## src/a2u_pkg.sv

```systemverilog
// Shared types, character codes and helper functions of the ASCII to unsigned parser.
package a2u_pkg;

   // Parse phase of the current string
   typedef enum logic [2:0] {
      PH_SPACE  = 3'd0,
      PH_START  = 3'd1,
      PH_ZERO   = 3'd2,
      PH_DIGITS = 3'd3,
      PH_DONE   = 3'd4,
      PH_BAD    = 3'd5
   } phase_type;

   // Status flags that travel with a result
   typedef struct packed {
      logic overflow;
      logic bad_base;
      logic digits_found;
   } flags_type;

   localparam int OFFSET_W = 13;
   localparam int RADIX_W  = 6;

   // Register map (byte address / 4)
   localparam logic REG_RADIX = 1'b0;
   localparam logic [RADIX_W-1:0] RADIX_RESET = 6'd10;

   // Bases
   localparam logic [RADIX_W-1:0] BASE_AUTO = 6'd0;
   localparam logic [RADIX_W-1:0] BASE_MIN  = 6'd2;
   localparam logic [RADIX_W-1:0] BASE_OCT  = 6'd8;
   localparam logic [RADIX_W-1:0] BASE_DEC  = 6'd10;
   localparam logic [RADIX_W-1:0] BASE_HEX  = 6'd16;
   localparam logic [RADIX_W-1:0] BASE_MAX  = 6'd36;
   localparam logic [RADIX_W-1:0] NOT_DIGIT = 6'd63;

   // Character codes
   localparam logic [7:0] CHAR_SPACE = 8'h20;
   localparam logic [7:0] CHAR_TAB   = 8'h09;
   localparam logic [7:0] CHAR_CR    = 8'h0D;
   localparam logic [7:0] CHAR_PLUS  = 8'h2B;
   localparam logic [7:0] CHAR_MINUS = 8'h2D;
   localparam logic [7:0] CHAR_ZERO  = 8'h30;
   localparam logic [7:0] CHAR_NINE  = 8'h39;
   localparam logic [7:0] CHAR_UC_A  = 8'h41;
   localparam logic [7:0] CHAR_UC_X  = 8'h58;
   localparam logic [7:0] CHAR_UC_Z  = 8'h5A;
   localparam logic [7:0] CHAR_LC_A  = 8'h61;
   localparam logic [7:0] CHAR_LC_X  = 8'h78;
   localparam logic [7:0] CHAR_LC_Z  = 8'h7A;

   // Digit value of a byte; NOT_DIGIT when it is no alphanumeric
   function automatic logic [RADIX_W-1:0] digit_of(input logic [7:0] c);
      logic [7:0] d;
      d = 8'(NOT_DIGIT);
      if (c >= CHAR_ZERO && c <= CHAR_NINE) begin
         d = c - CHAR_ZERO;
      end else if (c >= CHAR_UC_A && c <= CHAR_UC_Z) begin
         d = c - CHAR_UC_A + 8'(BASE_DEC);
      end else if (c >= CHAR_LC_A && c <= CHAR_LC_Z) begin
         d = c - CHAR_LC_A + 8'(BASE_DEC);
      end
      return d[RADIX_W-1:0];
   endfunction

   // Space, TAB, LF, VT, FF or CR
   function automatic logic is_space(input logic [7:0] c);
      return (c == CHAR_SPACE) || (c >= CHAR_TAB && c <= CHAR_CR);
   endfunction

   function automatic logic base_ok(input logic [RADIX_W-1:0] b);
      return (b >= BASE_MIN) && (b <= BASE_MAX);
   endfunction

endpackage

```

## src/a2u_csr.sv

```systemverilog
// Configuration register file of the ASCII to unsigned parser (radix register).
module a2u_csr (
   input  logic                        clock,
   input  logic                        reset,
   input  logic                        psel,
   input  logic                        penable,
   input  logic                        pwrite,
   input  logic [2:0]                  paddr,
   input  logic [31:0]                 pwdata,
   output logic [31:0]                 prdata,
   output logic                        pready,
   output logic [a2u_pkg::RADIX_W-1:0] radix
);

   logic [a2u_pkg::RADIX_W-1:0] radix_ff;
   logic [a2u_pkg::RADIX_W-1:0] radix_in;
   logic                        write_hit;

   assign pready    = 1'b1;
   assign write_hit = psel && penable && pwrite && (paddr[2] == a2u_pkg::REG_RADIX);

   // Take the low bits of a write to the radix register
   always_comb begin
      radix_in = radix_ff;
      if (write_hit) begin
         radix_in = pwdata[a2u_pkg::RADIX_W-1:0];
      end
   end

   always_ff @(posedge clock) begin
      if (reset) begin
         radix_ff <= a2u_pkg::RADIX_RESET;
      end else begin
         radix_ff <= radix_in;
      end
   end

   // Read back
   always_comb begin
      prdata = 32'd0;
      if (paddr[2] == a2u_pkg::REG_RADIX) begin
         prdata = {{(32 - a2u_pkg::RADIX_W){1'b0}}, radix_ff};
      end
   end

   assign radix = radix_ff;

endmodule

```

## src/a2u_core.sv

```systemverilog
// Parse state and per-byte update of the ASCII to unsigned parser.
module a2u_core #(
   parameter int VALUE_WIDTH = 64,
   parameter int MAX_LENGTH  = 4096
) (
   input  logic                         clock,
   input  logic                         reset,
   input  logic                         step_valid,
   input  logic [7:0]                   char_in,
   input  logic                         last_char,
   input  logic                         empty_string,
   input  logic [a2u_pkg::RADIX_W-1:0]  radix,
   output logic                         emit,
   output logic [VALUE_WIDTH-1:0]       result_value,
   output logic [a2u_pkg::OFFSET_W-1:0] result_offset,
   output a2u_pkg::flags_type           result_flags
);

   localparam int POS_W  = $clog2(MAX_LENGTH + 1);
   localparam int PROD_W = VALUE_WIDTH + 7;
   localparam logic [POS_W-1:0] POS_MAX = POS_W'(MAX_LENGTH);

   a2u_pkg::phase_type          phase_ff, phase_in, phase_upd;
   logic [VALUE_WIDTH-1:0]      acc_ff, acc_in, acc_upd;
   logic                        neg_ff, neg_in, neg_upd;
   logic                        ovf_ff, ovf_in, ovf_upd;
   logic                        seen_ff, seen_in, seen_upd;
   logic [a2u_pkg::RADIX_W-1:0] base_ff, base_in, base_upd;
   logic [POS_W-1:0]            pos_ff, pos_in, pos_upd;
   logic [POS_W-1:0]            stop_ff, stop_in, stop_upd;

   logic                        c_space, c_sign, c_zero, c_x;
   logic [a2u_pkg::RADIX_W-1:0] digit;
   logic                        r_auto, r_hex;
   logic                        do_start, start_zero, start_bad;
   logic [a2u_pkg::RADIX_W-1:0] start_base, take_base;
   logic                        do_take, digit_ok;
   logic [PROD_W-1:0]           prod;
   logic                        prod_ovf;
   logic [POS_W-1:0]            stop_next;
   logic                        byte_step;
   logic [VALUE_WIDTH-1:0]      value_sel;
   logic [POS_W+a2u_pkg::OFFSET_W-1:0] offset_wide;

   // Classify the byte
   assign c_space = a2u_pkg::is_space(char_in);
   assign c_sign  = (char_in == a2u_pkg::CHAR_PLUS) || (char_in == a2u_pkg::CHAR_MINUS);
   assign c_zero  = (char_in == a2u_pkg::CHAR_ZERO);
   assign c_x     = (char_in == a2u_pkg::CHAR_LC_X) || (char_in == a2u_pkg::CHAR_UC_X);
   assign digit   = a2u_pkg::digit_of(char_in);

   // Settle the base on the first byte of the number proper
   assign r_auto     = (radix == a2u_pkg::BASE_AUTO);
   assign r_hex      = (radix == a2u_pkg::BASE_HEX);
   assign do_start   = ((phase_ff == a2u_pkg::PH_SPACE) && !c_space && !c_sign) ||
                       (phase_ff == a2u_pkg::PH_START);
   assign start_zero = (r_auto || r_hex) && c_zero;
   assign start_bad  = !r_auto && !a2u_pkg::base_ok(radix);
   assign start_base = r_auto ? a2u_pkg::BASE_DEC : radix;
   assign take_base  = do_start ? start_base : base_ff;

   // Try the byte as a digit
   assign do_take  = (do_start && !start_zero && !start_bad) ||
                     ((phase_ff == a2u_pkg::PH_ZERO) && !c_x) ||
                     (phase_ff == a2u_pkg::PH_DIGITS);
   assign digit_ok = do_take && a2u_pkg::base_ok(take_base) && (digit < take_base);

   // Multiply-add; any bit above the value width means overflow
   assign prod     = PROD_W'(acc_ff) * PROD_W'(take_base) + PROD_W'(digit);
   assign prod_ovf = |prod[PROD_W-1:VALUE_WIDTH];

   assign stop_next = (pos_ff == POS_MAX) ? POS_MAX : pos_ff + 1'b1;
   assign byte_step = !empty_string;

   // Next phase
   always_comb begin
      phase_upd = phase_ff;
      if (byte_step) begin
         case (phase_ff)
            a2u_pkg::PH_SPACE: begin
               if (c_space) begin
                  phase_upd = a2u_pkg::PH_SPACE;
               end else if (c_sign) begin
                  phase_upd = a2u_pkg::PH_START;
               end else if (start_zero) begin
                  phase_upd = a2u_pkg::PH_ZERO;
               end else if (start_bad) begin
                  phase_upd = a2u_pkg::PH_BAD;
               end else begin
                  phase_upd = digit_ok ? a2u_pkg::PH_DIGITS : a2u_pkg::PH_DONE;
               end
            end
            a2u_pkg::PH_START: begin
               if (start_zero) begin
                  phase_upd = a2u_pkg::PH_ZERO;
               end else if (start_bad) begin
                  phase_upd = a2u_pkg::PH_BAD;
               end else begin
                  phase_upd = digit_ok ? a2u_pkg::PH_DIGITS : a2u_pkg::PH_DONE;
               end
            end
            a2u_pkg::PH_ZERO: begin
               if (c_x) begin
                  phase_upd = a2u_pkg::PH_DIGITS;
               end else begin
                  phase_upd = digit_ok ? a2u_pkg::PH_DIGITS : a2u_pkg::PH_DONE;
               end
            end
            a2u_pkg::PH_DIGITS: begin
               phase_upd = digit_ok ? a2u_pkg::PH_DIGITS : a2u_pkg::PH_DONE;
            end
            default: begin
               phase_upd = phase_ff;
            end
         endcase
      end
   end

   // Datapath update for one byte
   always_comb begin
      acc_upd  = acc_ff;
      neg_upd  = neg_ff;
      ovf_upd  = ovf_ff;
      seen_upd = seen_ff;
      base_upd = base_ff;
      pos_upd  = pos_ff;
      stop_upd = stop_ff;
      if (byte_step) begin
         if (pos_ff != POS_MAX) begin
            pos_upd = pos_ff + 1'b1;
         end
         if ((phase_ff == a2u_pkg::PH_SPACE) && c_sign) begin
            neg_upd = (char_in == a2u_pkg::CHAR_MINUS);
         end
         if (do_start && start_zero) begin
            seen_upd = 1'b1;
            stop_upd = stop_next;
            base_upd = r_auto ? a2u_pkg::BASE_OCT : a2u_pkg::BASE_HEX;
         end else if (do_start && !start_bad) begin
            base_upd = start_base;
         end
         if ((phase_ff == a2u_pkg::PH_ZERO) && c_x) begin
            base_upd = a2u_pkg::BASE_HEX;
         end
         if (digit_ok) begin
            acc_upd  = prod[VALUE_WIDTH-1:0];
            ovf_upd  = ovf_ff || prod_ovf;
            seen_upd = 1'b1;
            stop_upd = stop_next;
         end
      end
   end

   assign emit = step_valid && (empty_string || last_char);

   // Clear the string state after a result, else keep the update
   always_comb begin
      phase_in = phase_ff;
      acc_in   = acc_ff;
      neg_in   = neg_ff;
      ovf_in   = ovf_ff;
      seen_in  = seen_ff;
      base_in  = base_ff;
      pos_in   = pos_ff;
      stop_in  = stop_ff;
      if (emit) begin
         phase_in = a2u_pkg::PH_SPACE;
         acc_in   = '0;
         neg_in   = 1'b0;
         ovf_in   = 1'b0;
         seen_in  = 1'b0;
         base_in  = '0;
         pos_in   = '0;
         stop_in  = '0;
      end else if (step_valid) begin
         phase_in = phase_upd;
         acc_in   = acc_upd;
         neg_in   = neg_upd;
         ovf_in   = ovf_upd;
         seen_in  = seen_upd;
         base_in  = base_upd;
         pos_in   = pos_upd;
         stop_in  = stop_upd;
      end
   end

   always_ff @(posedge clock) begin
      if (reset) begin
         phase_ff <= a2u_pkg::PH_SPACE;
         acc_ff   <= '0;
         neg_ff   <= 1'b0;
         ovf_ff   <= 1'b0;
         seen_ff  <= 1'b0;
         base_ff  <= '0;
         pos_ff   <= '0;
         stop_ff  <= '0;
      end else begin
         phase_ff <= phase_in;
         acc_ff   <= acc_in;
         neg_ff   <= neg_in;
         ovf_ff   <= ovf_in;
         seen_ff  <= seen_in;
         base_ff  <= base_in;
         pos_ff   <= pos_in;
         stop_ff  <= stop_in;
      end
   end

   // Form the result from the state after this byte
   always_comb begin
      if (phase_upd == a2u_pkg::PH_BAD) begin
         value_sel = '0;
      end else if (ovf_upd) begin
         value_sel = '1;
      end else if (neg_upd) begin
         value_sel = ~acc_upd + 1'b1;
      end else begin
         value_sel = acc_upd;
      end
   end

   assign offset_wide   = seen_upd ? {{a2u_pkg::OFFSET_W{1'b0}}, stop_upd} : '0;
   assign result_value  = value_sel;
   assign result_offset = offset_wide[a2u_pkg::OFFSET_W-1:0];
   assign result_flags.overflow     = ovf_upd;
   assign result_flags.bad_base     = (phase_upd == a2u_pkg::PH_BAD);
   assign result_flags.digits_found = seen_upd;

endmodule

```

## src/ascii_to_unsigned_parser.sv

```systemverilog
// Top level of the ASCII to unsigned parser: input register, parse core, result register.
// An item that ends its string is held in the input register; its result is loaded into the result register.
// Throughput: one item per cycle unless stalled; the limit is the accumulator multiply-add loop.
// Back pressure on the result side stalls only items that end a string while it is full.
// Reset (synchronous, active high) clears the parse state, empties both registers and
// sets the radix register to 10.
module ascii_to_unsigned_parser #(
   parameter int VALUE_WIDTH = 64,
   parameter int MAX_LENGTH  = 4096
) (
   input  logic                         clock,
   input  logic                         reset,
   // Input channel
   input  logic                         req_valid,
   output logic                         req_stall,
   input  logic [7:0]                   req_char_in,
   input  logic                         req_last_char,
   input  logic                         req_empty_string,
   // Result channel
   output logic                         rsp_valid,
   input  logic                         rsp_stall,
   output logic [VALUE_WIDTH-1:0]       rsp_value,
   output logic [a2u_pkg::OFFSET_W-1:0] rsp_end_offset,
   output logic                         rsp_overflow,
   output logic                         rsp_bad_base,
   output logic                         rsp_digits_found,
   // Configuration port
   input  logic                         psel,
   input  logic                         penable,
   input  logic                         pwrite,
   input  logic [2:0]                   paddr,
   input  logic [31:0]                  pwdata,
   output logic [31:0]                  prdata,
   output logic                         pready
);

   logic [a2u_pkg::RADIX_W-1:0]  radix;

   logic                         in_valid_ff, in_valid_in;
   logic [7:0]                   in_char_ff;
   logic                         in_last_ff;
   logic                         in_empty_ff;
   logic                         in_take;
   logic                         in_emits;
   logic                         out_free;
   logic                         fire;

   logic                         emit;
   logic [VALUE_WIDTH-1:0]       core_value;
   logic [a2u_pkg::OFFSET_W-1:0] core_offset;
   a2u_pkg::flags_type           core_flags;

   logic                         out_valid_ff, out_valid_in;
   logic [VALUE_WIDTH-1:0]       out_value_ff;
   logic [a2u_pkg::OFFSET_W-1:0] out_offset_ff;
   a2u_pkg::flags_type           out_flags_ff;

   a2u_csr u_csr (
      .clock   (clock),
      .reset   (reset),
      .psel    (psel),
      .penable (penable),
      .pwrite  (pwrite),
      .paddr   (paddr),
      .pwdata  (pwdata),
      .prdata  (prdata),
      .pready  (pready),
      .radix   (radix)
   );

   // Advance the held item unless it ends a string and the result slot stays full
   assign in_emits  = in_last_ff || in_empty_ff;
   assign out_free  = !out_valid_ff || !rsp_stall;
   assign fire      = in_valid_ff && (!in_emits || out_free);
   assign req_stall = in_valid_ff && !fire;
   assign in_take   = req_valid && !req_stall;

   assign in_valid_in = in_take || (in_valid_ff && !fire);

   always_ff @(posedge clock) begin
      if (reset) begin
         in_valid_ff <= 1'b0;
      end else begin
         in_valid_ff <= in_valid_in;
      end
   end

   // Hold the accepted item
   always_ff @(posedge clock) begin
      if (in_take) begin
         in_char_ff  <= req_char_in;
         in_last_ff  <= req_last_char;
         in_empty_ff <= req_empty_string;
      end
   end

   a2u_core #(
      .VALUE_WIDTH (VALUE_WIDTH),
      .MAX_LENGTH  (MAX_LENGTH)
   ) u_core (
      .clock         (clock),
      .reset         (reset),
      .step_valid    (fire),
      .char_in       (in_char_ff),
      .last_char     (in_last_ff),
      .empty_string  (in_empty_ff),
      .radix         (radix),
      .emit          (emit),
      .result_value  (core_value),
      .result_offset (core_offset),
      .result_flags  (core_flags)
   );

   // Result register: load on emit, hold while stalled
   assign out_valid_in = emit || (out_valid_ff && rsp_stall);

   always_ff @(posedge clock) begin
      if (reset) begin
         out_valid_ff <= 1'b0;
      end else begin
         out_valid_ff <= out_valid_in;
      end
   end

   always_ff @(posedge clock) begin
      if (emit) begin
         out_value_ff  <= core_value;
         out_offset_ff <= core_offset;
         out_flags_ff  <= core_flags;
      end
   end

   assign rsp_valid        = out_valid_ff;
   assign rsp_value        = out_value_ff;
   assign rsp_end_offset   = out_offset_ff;
   assign rsp_overflow     = out_flags_ff.overflow;
   assign rsp_bad_base     = out_flags_ff.bad_base;
   assign rsp_digits_found = out_flags_ff.digits_found;

endmodule
```

## config.mk

```make
export PLATFORM = sky130hd
export DESIGN_NAME = ascii_to_unsigned_parser
export DESIGN_NICKNAME = d
export VERILOG_FILES = /design/src/a2u_pkg.sv /design/src/a2u_csr.sv /design/src/a2u_core.sv /design/src/ascii_to_unsigned_parser.sv
export SDC_FILE = /design/constraint.sdc
export NUM_CORES = 1
export LEC_CHECK = 0
export BUFFER_PORTS_ARGS = -buffer_cell sky130_fd_sc_hd__buf_2
export CORE_ASPECT_RATIO = 1.2
export CORE_MARGIN = 8
export CORE_UTILIZATION = 55
export CTS_CLUSTER_SIZE = 30
export DETAILED_ROUTE_END_ITERATION = 12
export HOLD_SLACK_MARGIN = 0.02
export PLACE_DENSITY_LB_ADDON = 0.05
export SYNTH_ARGS = -nofsm -noshare
export SYNTH_HDL_FRONTEND = slang
export SYNTH_HIERARCHICAL = 1
export SYNTH_SLANG_ARGS = --single-unit
```

## constraint.sdc

```tcl
create_clock -name clock -period 16.1 [get_ports clock]
set_input_delay 2.415 -clock clock [delete_from_list [all_inputs] [get_ports clock]]
set_output_delay 2.415 -clock clock [all_outputs]
set_load 0.005 [all_outputs]
```

**Word level (Yosys, flattened, before mapping)**

Cells that the tools add are included.

- Bits in registers: 200
- Input bits: 52

- $mul: 1
- $add $sub $neg: 8
- Order comparisons: 13
- Equality and inequality tests: 13
- Bitwise gates (word level): 3
- Reductions and logical operators: 59
- Mux-type cells: 33

Operators by type and width:

| cell | number |
|---|---|
| 64-bit 2-to-1 mux | 4 |
| 70-bit by 6-bit adder with 71-bit output | 1 |
| 64-bit by 6-bit multiplier with 70-bit output | 1 |
| 64-bit by 1-bit adder with 64-bit output (second input constant) | 1 |
| 64-bit inverter | 1 |
| 6-bit 2-to-1 mux | 9 |
| 13-bit 2-to-1 mux | 4 |
| 8-bit by 6-bit equality test with 1-bit output (second input constant) | 4 |
| 1-bit logical AND | 27 |
| 3-bit 2-to-1 mux | 7 |
| 8-bit by 7-bit equality test with 1-bit output (second input constant) | 2 |
| 8-bit by 7-bit greater-or-equal comparator with 1-bit output (second input constant) | 2 |
| 8-bit by 7-bit <= comparator with 1-bit output (second input constant) | 2 |
| 13-bit by 1-bit adder with 13-bit output (second input constant) | 1 |
| 13-bit equality test (second input constant) | 1 |
| 1-bit logical OR | 13 |
| 13-bit != test (second input constant) | 1 |
| 6-bit by 4-bit adder with 6-bit output (second input constant) | 2 |
| 6-bit by 2-bit greater-or-equal comparator with 1-bit output (second input constant) | 2 |
| 6-bit <= comparator (second input constant) | 2 |
| 1-bit logical NOT | 12 |
| 3-bit one-hot mux with 4 select lines | 1 |
| 6-bit subtractor (second input constant) | 2 |
| 8-bit by 4-bit greater-or-equal comparator with 1-bit output (second input constant) | 1 |
| other kinds (18) | 27 |

**Logic depth before layout (Yosys ltp)**

Gate-level depths: netlist (run 1).

- Depth in word-level cells: 21
- Depth in mapped cells: 35

**By module**

Netlist (run 1), hierarchy kept.

By module, submodules not included:

| module | area an instance (µm²) | sequential area each (µm²) | cells each | instances |
|---|---|---|---|---|
| a2u_core | 23105.9 | 2042.0 | 2937 | 1 |
| ascii_to_unsigned_parser | 2798.9 | 2742.6 | 101 | 1 |
| a2u_csr | 533.0 | 120.1 | 62 | 1 |

**Worst setup path before layout (run 1)**

No wires, ideal clock.

- Path type: reg-to-reg
- From: register in_char_ff[1]
- To: register out_value_ff[56], in the netlist rsp_value[56] (data pin)
- Data required time: 15830 ps
- Setup slack: 7948 ps
- Period minus slack after synthesis: 8152 ps
- Arrival time: 7881 ps
- Stages on the path, launching flop included: 32
- Cells stage by stage: edfxtp_1 > inv_1 > ha_1 > and3_1 > a21oi_1 > o31a_1 > nand2_1 > buf_1 > mux2_2 > clkbuf_1 > clkbuf_1 > nand2_1 > fa_1 > fa_1 > inv_1 > fa_1 > inv_1 > fa_1 > inv_1 > ha_1 > a21o_1 > a31oi_1 > a21o_1 > a211oi_2 > or4b_2 > nand3_1 > and4bb_2 > a31o_2 > o2111ai_1 > o41ai_2 > xnor2_1 > a21oi_1

- Longest elaborated chain between the ends: 21
- Elaborated cells between the ends (all ways): 73
- Classes of those cells: add/sub (7); mul (1); order compare (11); eq/ne (7); mux (20); bitwise (1); reduce/logical (26)

Ends and longest elaborated chain:

| item | RTL line | source |
|---|---|---|
| from (decl) | ascii_to_unsigned_parser.sv:40 | `logic [7:0] in_char_ff;` |
| from (signal assigned) | ascii_to_unsigned_parser.sv:91 | `in_char_ff <= req_char_in;` |
| branches (longest 21 deep; another with 70-bit by 6-bit adder with 71-bit output) | n/a |  |
| to (signal assigned) | ascii_to_unsigned_parser.sv:127 | `out_value_ff <= core_value;` |
| to (decl) | ascii_to_unsigned_parser.sv:54 | `logic [VALUE_WIDTH-1:0] out_value_ff;` |

Parallel ways; which one is timed is not known.
A chain may end at the register's enable or synchronous reset.

==> results.env, run 1 <==
RESULT_OF_THE_RUN='complete, no violations'
CRITICAL_PATH.REG2REG.ENDPOINT='rsp_value[55]'
WORST_R2R_PATH_DEPTH=31
DRCVIOLATIONCOUNT=0
ARRIVAL_PS=10970
POSTSYNTH.ASYNCRESETSHARE=0
TRITONCTS_CLOCK_TREE='yes'
MOSTFREQUENTLAYOUTCELL='and2_1'
DIE_H_UM=256
TIMING.FMAX_MHz=92.4
WORST-ENDPOINT-REQUIRED_PS=16240
CTS_SINKS=200
MAX_STAGE_DELAY_PS=620
FIRST_ITER_VIOLATIONS=2068
SETUP.REG_TO_REG.WORST_SLACK_PS=5280
CP-END-KIND='register'
MAX_CAP_VIOL_COUNT=0
PERIOD_SHARE=0.672
ROUTE.ANTENNA.REMAINING_NETS=0
PLACEABLECOREAREA_MM2=0.0478
IO_PINS=167
SYNTHTOPCELLSBYAREA='fa_1 (19%), edfxtp_1 (10%), and2_1 (8.8%)'
FINAL_CELL_MIX='and2_1 (371), nor2_1 (259), fa_1 (252), nand2_1 (250), a21oi_1 (244)'
CTSROOTBUFFERMASTER='clkbuf_16'
DETAIL_ROUTE.WIRELENGTH_UM=85300
CRITPATHLAUNCHTYPE='register'
HOLD_BUFFER_COUNT_AT_CTS=0
YOSYSWARNINGCOUNT=6
NUM_VIAS=23700
SYNTH_TOP_FLOP_CELL='dfxtp_1'
DETAILED_PLACE_HPWL_UM=64500
SYNTH_AREA_MM2=0.0264
LEADING_AREA_CONTRIBUTOR_AFTER_SYNTHESIS='fa_1'
NETS=3526
POST_CTS_REPAIR_TIMING_SETUP_BUFFER_COUNT=0
RSZ0062_AT_GRT='false'
ROUTE.DETAILED.VIAS_PER_INST=6.41
SYN_AVG_CELL_AREA_UM2=8.53
NUMBER_OF_ITERATIONS_IN_THE_FIRST_DETAILED_ROUTING_PASS=6
N_FILL_CELL=4482
HOLDCRITPATHCLASS='reg2reg'
CTS.CLK_SLEW.WORST_PATHS_PS=90
REGISTER_AREA_MM2=0.00490
TIGHTEST_SLEW_PS=1210
CTS-HTREE-LEVELS=4
PD_CELLS_mW_PER_MM2=51.9
HOLD_PATH.STARTPOINT='u_core/stop_ff[0]'
INSERTION_DELAY_PS=450
HOLD_DEPTH=2
HOLDPATHEND='u_core/stop_ff[0]'
POST-ROUTE-UTIL=0.579
GRT_FIRST_PASS_WIRELENGTH_UM=135000
GRTUSAGETOTAL=0.302
SLEW_VIOLATIONS=0
IR_WORST_VDD_uV=75.0
NUMCTSBUFFERS=17
MULTI_INPUT_COMB_AREA_MM2=0.0202
FINAL_LAYOUT_SIZE_SUFFIX_GT1_FRAC=0.0795
ANTENNADIODECOUNT=0
GR-TOTAL-OVERFLOW=0
WORSTSETUPPATHTYPE='reg2reg'
SETUP_TOTAL_NEGATIVE_SLACK_PS=0
GRT_START_MAX_NET_PINS=75
TIMING.RR.START='in_char_ff[0]'
TIMING.CRITICAL_PATH.FANOUT_MAX=67
SYNTH_ENABLE_FLOP_CELLS=90
SYN_INST=3100
WL_PER_CELL_UM=23.0
START_UTIL=0.553
CLOCK_SKEW_PS=15.5
GRT_ANTENNA_BEFORE_REPAIR=2
FINALSETUPVIOLCOUNT=0
PLACEMENT.IO_BUFFERS=111
DIE-WIDTH_UM=216
PERIOD_NEEDED_PS=10820
STATIC-LEAKAGE-POWER_nW=12.3
CTSLONGESTPATHBUFFERS=2
FINAL_HOLD_VIOL_COUNT=0
SYNTHTOLAYOUTAREAGROWTH_PCT=4.73
NETLIST.AREA_LEADER.SHARE=0.191
SLEW-LIMIT-HEADROOM=0.184
YOSYSUNIQUECELLTYPES=106
DIEAREA_MM2=0.0554
SYNTH_SEQUENTIAL_AREA_RATIO=0.186
GP_ROUTABILITY_CONGESTION=1.00
YOSYS_REGISTER_BITS=200
FIRST_GLOBAL_VIAS=24200
CORE.ROWCOUNT=88
CPMAXSTAGEDELAYCELL='buf_4'
CTS.REPAIR.RESIZED=0
-- worst max path at each step --
stage	startpoint	endpoint	slack (ps)	cells after the start
6_report	in_char_ff[0]	rsp_value[55]	5280	31
2_1_floorplan	in_char_ff[1]	rsp_value[56]	7950	31
5_1_grt	in_char_ff[0]	rsp_value[55]	4540	31
3_5_place_dp	in_char_ff[0]	rsp_value[55]	5510	31
4_1_cts	in_char_ff[0]	rsp_value[55]	5470	31
3_3_place_gp	in_char_ff[0]	rsp_value[55]	5680	31
-- metal layers --
metal / track usage / share of wire / wire length, um
met5: 0 / 0.00015 / 13
met4: 0.118 / 0.042 / 3570
met3: 0.0388 / 0.062 / 5260
met2: 0.515 / 0.49 / 41400
met1: 0.386 / 0.41 / 35000
-- sequential cells by signal, summed over array words and instances, names as in the netlist, 3 cells and up --
| signal | flops |
|---|---|
| u_core/phase_ff | 3 |
| rsp_value | 64 |
| u_core/acc_ff | 64 |
| u_core/base_ff | 6 |
| u_csr/radix | 6 |
| u_core/stop_ff | 13 |
| rsp_end_offset | 13 |
| in_char_ff | 8 |
| u_core/pos_ff | 13 |
-- synthesized netlist by cell type, types with 9 or more instances --
| cell | n |
|---|---|
| nand2_1 | 251 |
| buf_1 | 10 |
| nor4_1 | 34 |
| xnor2_1 | 60 |
| mux2i_1 | 48 |
| dfxtp_1 | 110 |
| o21a_1 | 24 |
| o31a_1 | 11 |
| and4_1 | 10 |
| buf_4 | 34 |
| clkbuf_1 | 150 |
| or2_2 | 18 |
| o211a_1 | 10 |
| a31oi_1 | 24 |
| nor2b_1 | 9 |
| nand3_1 | 64 |
| nand3b_1 | 10 |
| a21oi_1 | 244 |
| or4_1 | 11 |
| nor2_1 | 261 |
| o21bai_1 | 11 |
| xor2_1 | 52 |
| a211oi_1 | 63 |
| buf_2 | 22 |
| ha_1 | 166 |
| fa_1 | 252 |
| and2_1 | 372 |
| or3_1 | 35 |
| o21ai_1 | 11 |
| nand4_1 | 48 |
| a21o_1 | 27 |
| and3_1 | 22 |
| inv_1 | 110 |
| o21ai_0 | 112 |
| edfxtp_1 | 90 |
| nand2b_1 | 26 |
| nor3_1 | 62 |
| o31ai_1 | 13 |
| o211ai_1 | 26 |
-- where the power goes --
part           switching, mW  internal (mW)
clock                  0.236          0.210
sequential            0.0254          0.550
combinational          0.275          0.142
total                  0.536          0.902
-- metrics by stage --
stage	hold WS [ps]	power (mW)	std cells	worst slack, ps	area, um^2
3_3_place_gp	445	0.986	3667	5680	27100
4_1_cts	468	1.44	3699	5470	27700
2_1_floorplan	437	0.874	3125	7950	26500
3_5_place_dp	456	0.993	3667	5510	27100
6_report	464	1.44	3699	5280	27700
5_1_grt	487	1.51	3699	4540	27700
-- area by class of cell --
class,count,share of cell area
clock buffer,17,0.0154
clock inverter,15,0.00624
inverter,112,0.0152
multi-input combinational,2591,0.731
sequential,200,0.177
tap,630,0.0285
timing repair buffer,134,0.0263
-- worst max-delay path, delay by kind of cell (launching register included) --
kind | cells | cell delay, ps
flip-flops | 1 | 530
multiplexers | 2 | 540
AND/OR/NAND/NOR | 4 | 960
adder cells (fa/ha/maj) | 6 | 2780
buffers and inverters | 7 | 1810
AO/OA/AOI/OAI | 12 | 3780
-- logic make-up after synthesis --
kind of cell	after synthesis	synth area share
fa+ha+maj	418	0.269
xor+xnor	112	0.0371
mux	54	0.0207
buf+inv	334	0.0543
flops	200	0.186
simple gates	1283	0.257
compound gates	697	0.176
other cells	2	0.000284
Note: power is estimated with default switching activity, not from simulation.
==> inputs of run 2 (changes only) <==
Settings changed: ABC_AREA from default to 1.
Clock period 16.1 ns to 9.4 ns, I/O delays scaled along.
==> run 2 against run 1 <==
Effect of this change: synthesized cell count increased by 15%; sequential share of layout area increased by 0.61 points; cell area decreased by 3.3%; worst hold slack improved by 9.9 ps; clock power increased by 70%; sequential cell count unchanged; routed wire length decreased by 3.6%; area after synthesis decreased by 4.4%; combinational power increased to 4.8 times the previous value; critical path type unchanged; critical endpoint is now rsp_value[54].
==> results.env, run 2 <==
YOSYSWARNINGCOUNT=6  # unchanged
GP_ROUTABILITY_CONGESTION=1.01  # was 1.00
RSZ0062_AT_GRT='false'  # unchanged
PD_CELLS_mW_PER_MM2=141  # was 51.9 mW/mm^2
DRCVIOLATIONCOUNT=0  # unchanged
YOSYSUNIQUECELLTYPES=52  # was 106
ROUTE.DETAILED.VIAS_PER_INST=5.71  # was 6.41
CRIT_PATH_FREQUENT_CELL='nand2_1'
FINAL_CELL_MIX='nand2_1 (711), nor2_1 (669), inv_1 (455), a21oi_1 (254), fa_1 (252)'  # was and2_1 (371), nor2_1 (259), fa_1 (252), nand2_1 (250), a21oi_1 (244)
TOPROUTINGLAYERUSED='met4'  # was met5
NUMCTSBUFFERS=17  # unchanged
SYN_AVG_CELL_AREA_UM2=7.11  # was 8.53 um^2
TRITONCTS_CLOCK_TREE='yes'  # unchanged
YOSYSMOSTFREQUENTCELL='nand2_1'  # was and2_1
SYNTH_COMPOUND_GATE_AREA_SHARE=0.112  # was 0.176
TIMING.RR.START='in_char_ff[1]'  # was in_char_ff[0]
WORSTSETUPPATHTYPE='reg2reg'  # unchanged
FIRST_ITER_VIOLATIONS=2190  # was 2068
YOSYS_REGISTER_BITS=200  # unchanged
CTSLONGESTPATHBUFFERS=2  # unchanged
NUM_VIAS=24100  # was 23700
SLEW-LIMIT-HEADROOM=0.257  # was 0.184
ROUTE.ANTENNA.REMAINING_NETS=0  # unchanged
MAX_CAP_VIOL_COUNT=0  # unchanged
GRT_ANTENNA_BEFORE_REPAIR=1  # was 2
MET3_WIRELENGTH_UM=5960  # was 5260 um
CTS_SINKS=200  # unchanged
HOLDCRITPATHCLASS='reg2reg'  # unchanged
IR_WORST_VDD_uV=102  # was 75.0 uV
STATIC-LEAKAGE-POWER_nW=13.7  # was 12.3 nW
SYNTH_SEQUENTIAL_AREA_RATIO=0.194  # was 0.186
SYNTHTOLAYOUTAREAGROWTH_PCT=5.96  # was 4.73%
SYNTHTOPCELLSBYAREA='fa_1 (20%), edfxtp_1 (11%), nand2_1 (11%)'  # was fa_1 (19%), edfxtp_1 (10%), and2_1 (8.8%)
GR-TOTAL-OVERFLOW=0  # unchanged
DETAILED_PLACE_HPWL_UM=66000  # was 64500 um
TIMING.FMAX_MHz=112  # was 92.4 MHz
POSTSYNTH.ASYNCRESETSHARE=0  # unchanged
CTSROOTBUFFERMASTER='clkbuf_16'  # unchanged
INSERTION_DELAY_PS=470  # was 450 ps
CRITPATHBUFINV=7  # unchanged
DIE_H_UM=251  # was 256 um
CRITPATHLAUNCHTYPE='register'  # unchanged
HOLD_PATH.STARTPOINT='u_core/base_ff[0]'  # was u_core/stop_ff[0]
POST_CTS_REPAIR_TIMING_SETUP_BUFFER_COUNT=0  # unchanged
DIEAREA_MM2=0.0531  # was 0.0554 mm^2
SETUP.REG_TO_REG.WORST_SLACK_PS=500  # was 5280 ps
DETAIL_ROUTE.WIRELENGTH_UM=82200  # was 85300 um
WIRELENGTH_MET1_UM=32400  # was 35000 um
PLACEABLECOREAREA_MM2=0.0456  # was 0.0478 mm^2
SYN_INST=3554  # was 3100
SYNTHMUXAREASHARE=0.00119  # was 0.0207
SLEW_VIOLATIONS=0  # unchanged
RESULT_OF_THE_RUN='complete, no violations'  # unchanged
SYNTH_ENABLE_FLOP_CELLS=90  # unchanged
HOLD_BUFFER_COUNT_AT_CTS=0  # unchanged
POST_SYNTH_XOR_AREA_FRACTION=0.0322  # was 0.0371
SYNTH_SIMPLE_GATE_AREA_SHARE=0.278  # was 0.257
CTS.CLK_SLEW.WORST_PATHS_PS=80  # was 90 ps
WORST_SETUP_PATH_STARTPOINT='in_char_ff[1]'  # was in_char_ff[0]
MAX_STAGE_DELAY_PS=600  # was 620 ps
GRT_FIRST_PASS_WIRELENGTH_UM=131000  # was 135000 um
SYNTH_TOP_CELLS_BY_COUNT='nand2_1 (714), nor2_1 (670), inv_1 (458)'  # was and2_1 (372), nor2_1 (261), fa_1 (252)
CTS-HTREE-LEVELS=4  # unchanged
CPMAXSTAGEDELAYCELL='o21ai_4'  # was buf_4
NUMBER_OF_ITERATIONS_IN_THE_FIRST_DETAILED_ROUTING_PASS=6  # unchanged
TIGHTEST_SLEW_PS=1110  # was 1210 ps
CLOCK_SKEW_PS=13.3  # was 15.5 ps
SYNTH_TOP_FLOP_CELL='dfxtp_1'  # unchanged
LEADING_AREA_CONTRIBUTOR_AFTER_SYNTHESIS='fa_1'  # unchanged
SETUP_TOTAL_NEGATIVE_SLACK_PS=0  # unchanged
ANTENNADIODECOUNT=0  # unchanged
CRIT_PATH_MAX_DELAY_FAMILY='simple AND/OR/NAND/NOR gates'  # was compound AO/OA/AOI/OAI gates
NETLIST.AREA_LEADER.SHARE=0.200  # was 0.191
MOSTFREQUENTLAYOUTCELL='nand2_1'  # was and2_1
START_UTIL=0.554  # was 0.553
DIE-WIDTH_UM=212  # was 216 um
TIMING.CRITICAL_PATH.FANOUT_MAX=13  # was 67
GRT_START_MAX_NET_PINS=106  # was 75
CTS.REPAIR.RESIZED=0  # unchanged
PERIOD_NEEDED_PS=8900  # was 10820 ps
SYNTH_ADDER_AREA_SHARE=0.282  # was 0.269
CORE.ROWCOUNT=86  # was 88
PLACEMENT.IO_BUFFERS=111  # unchanged
GRTUSAGETOTAL=0.311  # was 0.302
FINAL_LAYOUT_SIZE_SUFFIX_GT1_FRAC=0.0664  # was 0.0795
CP-END-KIND='register'  # unchanged
FINAL_HOLD_VIOL_COUNT=0  # unchanged
WL_PER_CELL_UM=19.5  # was 23.0 um
FINALSETUPVIOLCOUNT=0  # unchanged
TOTAL_POWER_mW=3.78  # was 1.44 mW
SYNTH_TOP_FAMILY_BY_AREA='adder cells'  # unchanged
PERIOD_SHARE=0.947  # was 0.672
SYNTH_AREA_MM2=0.0253  # was 0.0264 mm^2
MET2ROUTEDLENGTH_UM=40400  # was 41400 um
IO_PINS=167  # unchanged
NETS=4056  # was 3526
FIRST_GLOBAL_VIAS=24600  # was 24200
ARRIVAL_PS=9120  # was 10970 ps
N_FILL_CELL=4471  # was 4482
WORST-ENDPOINT-REQUIRED_PS=9630  # was 16240 ps
==> run 2: changes by cell type after synthesis, sizes merged, moves of 45 or more <==
cell and delta:
and2 -373, clkbuf -84, a211oi -56, nor2 +427, inv +360, nand2 +477, mux2i -45, o21ai +81
nand3 +69
==> run 2: cell type report <==
cell class,count,area [um^2],area share
Multi-Input combinational cell,2757,18000,0.671
Sequential cell,200,4900,0.183
Inverter,475,1790,0.0667
Tap cell,616,771,0.0288
Timing Repair Buffer,135,764,0.0286
Clock buffer,18,439,0.0164
Clock inverter,14,155,0.00580
==> run 2: routing by layer <==
metal,vias to the layer above,global-route usage
met4,0,0.136
met1,11600,0.378
li1,11400,-
met3,194,0.0387
met2,957,0.545
met5,-,0
==> run 2: metrics by stage <==
stage	hold slack (ps)	setup slack [ps]	cells	cell area [um^2]	utilization
after floorplan	437	2220	3579	25400	-
after global placement	447	663	4182	26200	0.573
after detailed placement	456	541	4182	26200	0.573
after CTS	470	486	4214	26800	0.587
after global routing	492	73.4	4215	26800	0.587
final	474	503	4215	26800	0.587
==> run 2: power breakdown <==
group          switching [mW]  leakage, nW  internal [mW]
sequential             0.0334         1.76           1.00
combinational            1.38         11.6          0.610
clock                   0.394        0.293          0.363
total                    1.81         13.7           1.98
==> run 2: worst reg2reg max path, delay by kind of cell (launching register included) <==
kind                       cells  cell delay [ps]
and+or+nand+nor               23             3300
AOI/OAI and AO/OA              5             1390
buffers and inverters          7              870
adders and majority gates      6             2640
DFF                            1              460
==> run 2: logic make-up after synthesis <==
group           Yosys count
compound gates          525
xor+xnor                 93
fa+ha+maj               418
buf+inv                 623
flops                   200
mux                       3
other cells               2
simple gates           1690
==> run 2: path summary, 6_finish.rpt <==
check                            to  cells after the start
setup reg to reg      rsp_value[54]                     41
hold reg to reg   u_core/base_ff[0]                      2
hold / removal    u_core/base_ff[0]                      2
setup / recovery      rsp_value[54]                     41
